==> src/rtl/assert_macros.svh <==
// assertion macros for the rtl, included by the top level
// no dependencies
`ifndef ASSERT_MACROS_SVH
`define ASSERT_MACROS_SVH
`ifndef ASSERT_OFF
`define ASSERT_IMPLIES(label, clk, rst, a, b) \
   label: assert property (@(posedge clk) disable iff (rst) (a) |-> (b)) else $error("assertion failed");
`define ASSERT_NEXT(label, clk, rst, a, b) \
   label: assert property (@(posedge clk) disable iff (rst) (a) |=> (b)) else $error("assertion failed");
`else
`define ASSERT_IMPLIES(label, clk, rst, a, b)
`define ASSERT_NEXT(label, clk, rst, a, b)
`endif
`endif

==> src/rtl/segx_pkg.sv <==
// shared constants for the segment intersection pipeline
// no dependencies
`timescale 1ns / 1ps
package segx_pkg;
   localparam int unsigned WORD_W = 32;
   localparam int unsigned REQ_W = 8 * WORD_W;
   localparam int unsigned RSP_W = 72;
   localparam logic [WORD_W-1:0] SAT_POS = 32'h7FFF_FFFF;
   localparam logic [WORD_W-1:0] SAT_NEG = 32'h8000_0000;
endpackage

==> src/rtl/segx_mul.sv <==
// two stage rounded fixed point multiply with saturation
// depends on segx_pkg
`timescale 1ns / 1ps
module segx_mul #(
   parameter int unsigned FRAC_BITS = 16
) (
   input  logic clock,
   input  logic enable,
   input  logic [segx_pkg::WORD_W-1:0] a,
   input  logic [segx_pkg::WORD_W-1:0] b,
   output logic [segx_pkg::WORD_W-1:0] prod,
   output logic ovf
);
   import segx_pkg::*;
   logic neg;
   logic [WORD_W-1:0] ma, mb;
   logic [2*WORD_W-1:0] p_in, p_ff, q;
   logic neg_ff;
   logic [WORD_W-1:0] prod_in, prod_ff;
   logic ovf_in, ovf_ff;
   // magnitude product
   always_comb begin
      neg = a[WORD_W-1] ^ b[WORD_W-1];
      ma = a[WORD_W-1] ? (~a + 1'b1) : a;
      mb = b[WORD_W-1] ? (~b + 1'b1) : b;
      p_in = (2*WORD_W)'(ma) * (2*WORD_W)'(mb);
   end
   always_ff @(posedge clock) begin
      if (enable) begin
         p_ff <= p_in;
         neg_ff <= neg;
      end
   end
   // rounding and saturation
   always_comb begin
      q = (p_ff + (64'd1 << (FRAC_BITS - 1))) >> FRAC_BITS;
      ovf_in = 1'b0;
      if (!neg_ff) begin
         if (q > 64'h7FFF_FFFF) begin
            ovf_in = 1'b1;
            prod_in = SAT_POS;
         end else begin
            prod_in = q[WORD_W-1:0];
         end
      end else begin
         if (q > 64'h8000_0000) begin
            ovf_in = 1'b1;
            prod_in = SAT_NEG;
         end else begin
            prod_in = ~q[WORD_W-1:0] + 1'b1;
         end
      end
   end
   always_ff @(posedge clock) begin
      if (enable) begin
         prod_ff <= prod_in;
         ovf_ff <= ovf_in;
      end
   end
   assign prod = prod_ff;
   assign ovf = ovf_ff;
endmodule

==> config.mk <==
export PLATFORM = sky130hd
export DESIGN_NAME = segx_mul
export DESIGN_NICKNAME = d
export VERILOG_FILES = /design/src/rtl/assert_macros.svh /design/src/rtl/segx_pkg.sv /design/src/rtl/segx_mul.sv
export SDC_FILE = /design/constraint.sdc
export NUM_CORES = 2
export LEC_CHECK = 0
export BUFFER_PORTS_ARGS = -buffer_cell sky130_fd_sc_hd__buf_4
export CORE_ASPECT_RATIO = 0.5
export CORE_MARGIN = 2
export CORE_UTILIZATION = 40
export DETAILED_ROUTE_END_ITERATION = 10
export GPL_ROUTABILITY_DRIVEN = 0
export PLACE_DENSITY = 0.57
export REMOVE_ABC_BUFFERS = 1
export SLEW_MARGIN = 10
export SYNTH_ARGS = -nofsm -noshare
export SYNTH_HDL_FRONTEND = slang
export SYNTH_SLANG_ARGS = --single-unit
export TNS_END_PERCENT = 30
==> constraint.sdc <==
create_clock -name clock -period 11.1 [get_ports clock]
set_clock_uncertainty 0.2 [all_clocks]
set_input_delay 0.555 -clock clock [delete_from_list [all_inputs] [get_ports clock]]
set_output_delay 0.555 -clock clock [all_outputs]
set_load 0.05 [all_outputs]
## Word-level counts from Yosys, hierarchy flattened

Cells that the tools add are included.

| word-level totals | value |
|---|---|
| register bits after elaboration | 98 |
| output and inout bits | 33 |

| operators by class | value |
|---|---|
| $lt $le $gt $ge | 2 |
| multipliers | 1 |
| add/subtract/negate cells | 4 |
| multiplexer cells | 8 |
| bitwise operators | 4 |

Operator list:

| cell | number |
|---|---|
| $mux 32 | 5 |
| $add 32x1->32 const B | 3 |
| $not 32->32 | 3 |
| $add 64x16->64 const B | 1 |
| $mul 32x32->64 | 1 |
| $gt 48x31->1 const B | 1 |
| $gt 48x32->1 const B | 1 |
| $mux 1 | 3 |
| $xor 1x1->1 | 1 |

## Logic depth before layout (Yosys ltp)

| depth | value |
|---|---|
| depth in word-level cells | 5 |
| gate-level depth with buffers | 37 |
| depth with buffers taken out | 33 |

## Worst setup path after synthesis

OpenSTA, ideal clock, no wires.

| path | value |
|---|---|
| path kind | input to register |
| from | input a[0] (netlist bit) |
| to | register p_ff[45], data pin |
| arrival | 9868 ps |
| data required time | 10637 ps |
| path slack | 770 ps |
| stages on the path | 34 |
| cell sequence | clkbuf_1 -> inv_2 -> clkbuf_1 -> ha_1 -> nand2_1 -> nor4_1 -> nand3_1 -> or3_1 -> o21ai_0 -> xor2_1 -> clkbuf_1 -> nor2_1 -> fa_1 -> inv_1 -> fa_1 -> fa_1 -> fa_1 -> inv_1 -> fa_1 -> fa_1 -> fa_1 -> inv_1 -> fa_1 -> inv_1 -> ha_1 -> a21oi_1 -> o21ai_0 -> a2111oi_0 -> o211ai_1 -> a221oi_1 -> o21ai_1 -> or3_1 -> a21oi_1 -> xnor2_1 |

| between the ends | value |
|---|---|
| longest elaborated chain between the ends | 4 |

Ends and longest elaborated chain:

| element | RTL line | source |
|---|---|---|
| start, declared | segx_mul.sv:9 | `input logic [segx_pkg::WORD_W-1:0] a,` |
| $not 32->32 | segx_mul.sv:24 | `ma = a[WORD_W-1] ? (~a + 1'b1) : a;` |
| $add 32x1->32 | segx_mul.sv:24 |  |
| $mux 32 (*) | segx_mul.sv:24 |  |
| $mul 32x32->64 (*) | segx_mul.sv:26 | `p_in = (2*WORD_W)'(ma) * (2*WORD_W)'(mb);` |
| via p_in[45] | segx_mul.sv:17 | `logic [2*WORD_W-1:0] p_in, p_ff, q;` |
| end signal, assigned | segx_mul.sv:30 | `p_ff <= p_in;` |
| end, declared | segx_mul.sv:17 |  |

The timed path passes the listed nets; every way through them passes the cells marked *.
A chain may end at the register's enable or synchronous reset.

## Worst setup path after layout

| path | value |
|---|---|
| from | input a[12] (netlist bit) |
| to | register p_ff[45], data pin |

The elaborated chain is that of the path after synthesis.

==> results.md <==
* CP dominant cell by count: fa_1
* H-tree levels at 3
* Vias/cell at ~5.3
* Sequential element share of the synthesized area at 6.54%
* Max-cap violation count at 0
* Worst-path fanout max at 5
* Num CTS Buffers at 9
* Final Non-Filler Cells at about 5.7k
* Cell Rows at between 70 and 80
* Final HPWL DP at 108000 um
* Post-route setup slack at around 0.55 ns
* Die area at 97900 um2
* Slowest stage delay, CP at 0.63 ns
* Synth top area share at 47.0%
* Fin nets at 5633
* Area Growth Syn to Fin at 9.32%
* Sum Neg Setup Slack at 0 ns
* Hold Path Class: reg2reg
* Async S/R FF share, synth at 0%
* Fin. max-slew vios at 0
* Multi-input combinational cell area at ~32000 um2
* Final WL at between 100000 and 150000 um
* Post-synth cell types at 91
* Crit-path slowest cell: or4_1
* Post-synth EDFFs at 83
* Top post-synthesis cells by area: fa_1 (47%), inv_1 (9.4%), ha_1 (8.7%)
* Die span in y at 222 um
* CTS tree: yes
* Pre-CTS setup slack at 0.162 ns
* Unrepaired setup endpoints after global routing: false
* Setup Viol. Count Final at 0
* Top-count cell post-synth: inv_1
* Core area at around 94000 um2
* Fin crit period at ~11 ns
* Die W at roughly 440 um
* Clk slew on worst S/H paths at around 0.06 ns
* Port Buf Inserts at between 90 and 100
* Io pins at 99
* Status: completed
* Total grt overflow at 0
* Skew-Pair Late Insertion Delay at 0.35 ns
* Vias in the first global route at about 31k
* Leading area contributor after synthesis: fa_1
* CP arrival at 10.44 ns
* Syn. warnings at 0
* Synth top cells by count: inv_1 (950), fa_1 (895), nor2_1 (648)
* Final hold violations at 0
* Initial antenna violation count at 5
* Root Buffer Master: clkbuf_16
* Largest net degree at the start of global routing at 84
* Register area at 2490 um2
* Final hold slack at 0.672 ns
* Clock sinks at 83
* Final worst-path cycle share at 95.0%
* Yosys reg bits at just over 80
* Ys flop type: edfxtp_1
* Pre-antenna DRT Iters at 6
* Syn Std Cell Area at approximately 38000 um2
* Slew margin rel. at between 10% and 20%
* Crit Path Class: in2reg
* Antenna viol nets, final at 0
* Initial Util at 40.7%
* Fillers at 9195
* Clock tree buffer depth at 2
* GRT Total Usage at about a quarter
* Share of cells above drive strength 1 at a little under 9%
* Mean Syn Cell Area at 8.83 um2
* Number of placed instances, taps included at 5651
* Peak Freq at around 95 MHz
* Post-CTS setup buffers at 0
* Startpoint types: input port
* First-pass GRT wire length at between 150000 and 200000 um
* Critical Path RT at 10.99 ns
* Worst Tran Pin Value at approximately 1.3 ns
* WL per Instance at 22.4 um
* Detailed-route DRC error count at 0
* CP Capture Type: register
* DR vias at 30.2k
* DR iter-0 viols at 2656
* Cells after Synth at 4317
==> critical path: cells and delay by family <==
kind,cells,cell delay (ns)
buffers and inverters,5,0.37
XOR/XNOR,2,0.57
AND/OR/NAND/NOR,6,2.17
adder cells (fa/ha/maj),9,4.51
AO/OA/AOI/OAI,8,2.28
==> placed cells by master (no fill, tap or decap), types with 9 or more instances in the layout <==
master / Yosys / final
a21o_1: 23 / 23
a21oi_1: 71 / 71
a221oi_2: 9 / 9
a31oi_1: 14 / 14
and2_1: 11 / 11
and3_1: 20 / 20
buf_4: 1 / 262
clkbuf_16: 0 / 9
edfxtp_1: 83 / 83
fa_1: 895 / 895
ha_1: 265 / 265
inv_1: 950 / 950
nand2_1: 524 / 524
nand2b_1: 15 / 15
nand3_1: 40 / 40
nand4_1: 27 / 27
nor2_1: 648 / 648
nor3_1: 31 / 31
nor4_1: 19 / 19
o21ai_0: 51 / 51
o31ai_1: 21 / 21
xnor2_1: 119 / 93
xnor2_2: 0 / 25
xor2_1: 98 / 78
xor2_2: 0 / 20
==> per-layer routing <==
layer	share of wire (%)	wire, um	track usage (%)	vias up
li1	-	-	-	13139
met1	42	53300	36.7	15445
met2	43	54900	39.4	1400
met3	11	14000	7.50	224
met4	3.7	4660	7.98	4
met5	0.020	26	0	-
==> cells by family (layout without fill, tap and decap cells) <==
group | count (synthesis) | after routing | synth area share [%]
and+or+nand+nor | 1408 | 1408 | 15.6
adders and majority gates | 1160 | 1160 | 55.7
buffers and inverters | 1139 | 1234 | 11.3
AOI/OAI and AO/OA | 303 | 303 | 5.65
xor gates and xnor gates | 217 | 217 | 4.99
DFF | 83 | 83 | 6.54
muxes | 7 | 7 | 0.190
other | 0 | 1 | 0
==> area by class of cell <==
type / instances / area share (%)
clock inverters: 7 / 0.231
repair buffers: 265 / 4.87
well taps: 1255 / 3.77
diodes: 1 / 0.00601
clock buffers: 9 / 0.541
flip-flops and latches: 83 / 5.98
inverters: 953 / 8.59
multi-input cells: 3095 / 76.0
==> timing repair <==
item,in CTS,in global routing
endpoints found under the setup margin,0,1
hold buffers,0,0
gates resized for setup,0,1
==> sequential cells by signal, summed over array words and instances (netlist names) <==
name    count
p_ff       49
ovf         1
neg_ff      1
prod       32
==> path summary, 6_finish.rpt <==
path	end	slack [ns]	from	cells after the start
hold reg to reg	prod[29]	0.67	p_ff[45]	4
setup / recovery	p_ff[45]	0.55	a[12]	30
hold / removal	prod[29]	0.67	p_ff[45]	4
setup reg to reg	prod[8]	6.40	p_ff[16]	10
==> metrics by stage <==
stage	instance area, um2	util (%)
2_1_floorplan	37400	-
3_3_place_gp	41300	44.1
3_5_place_dp	41300	44.1
4_1_cts	41700	44.5
5_1_grt	41700	44.5
6_report	41700	44.5
Power is left out: the tool's default activity adds up to more than one toggle a clock period on the data nets, which glitch-free logic cannot reach.
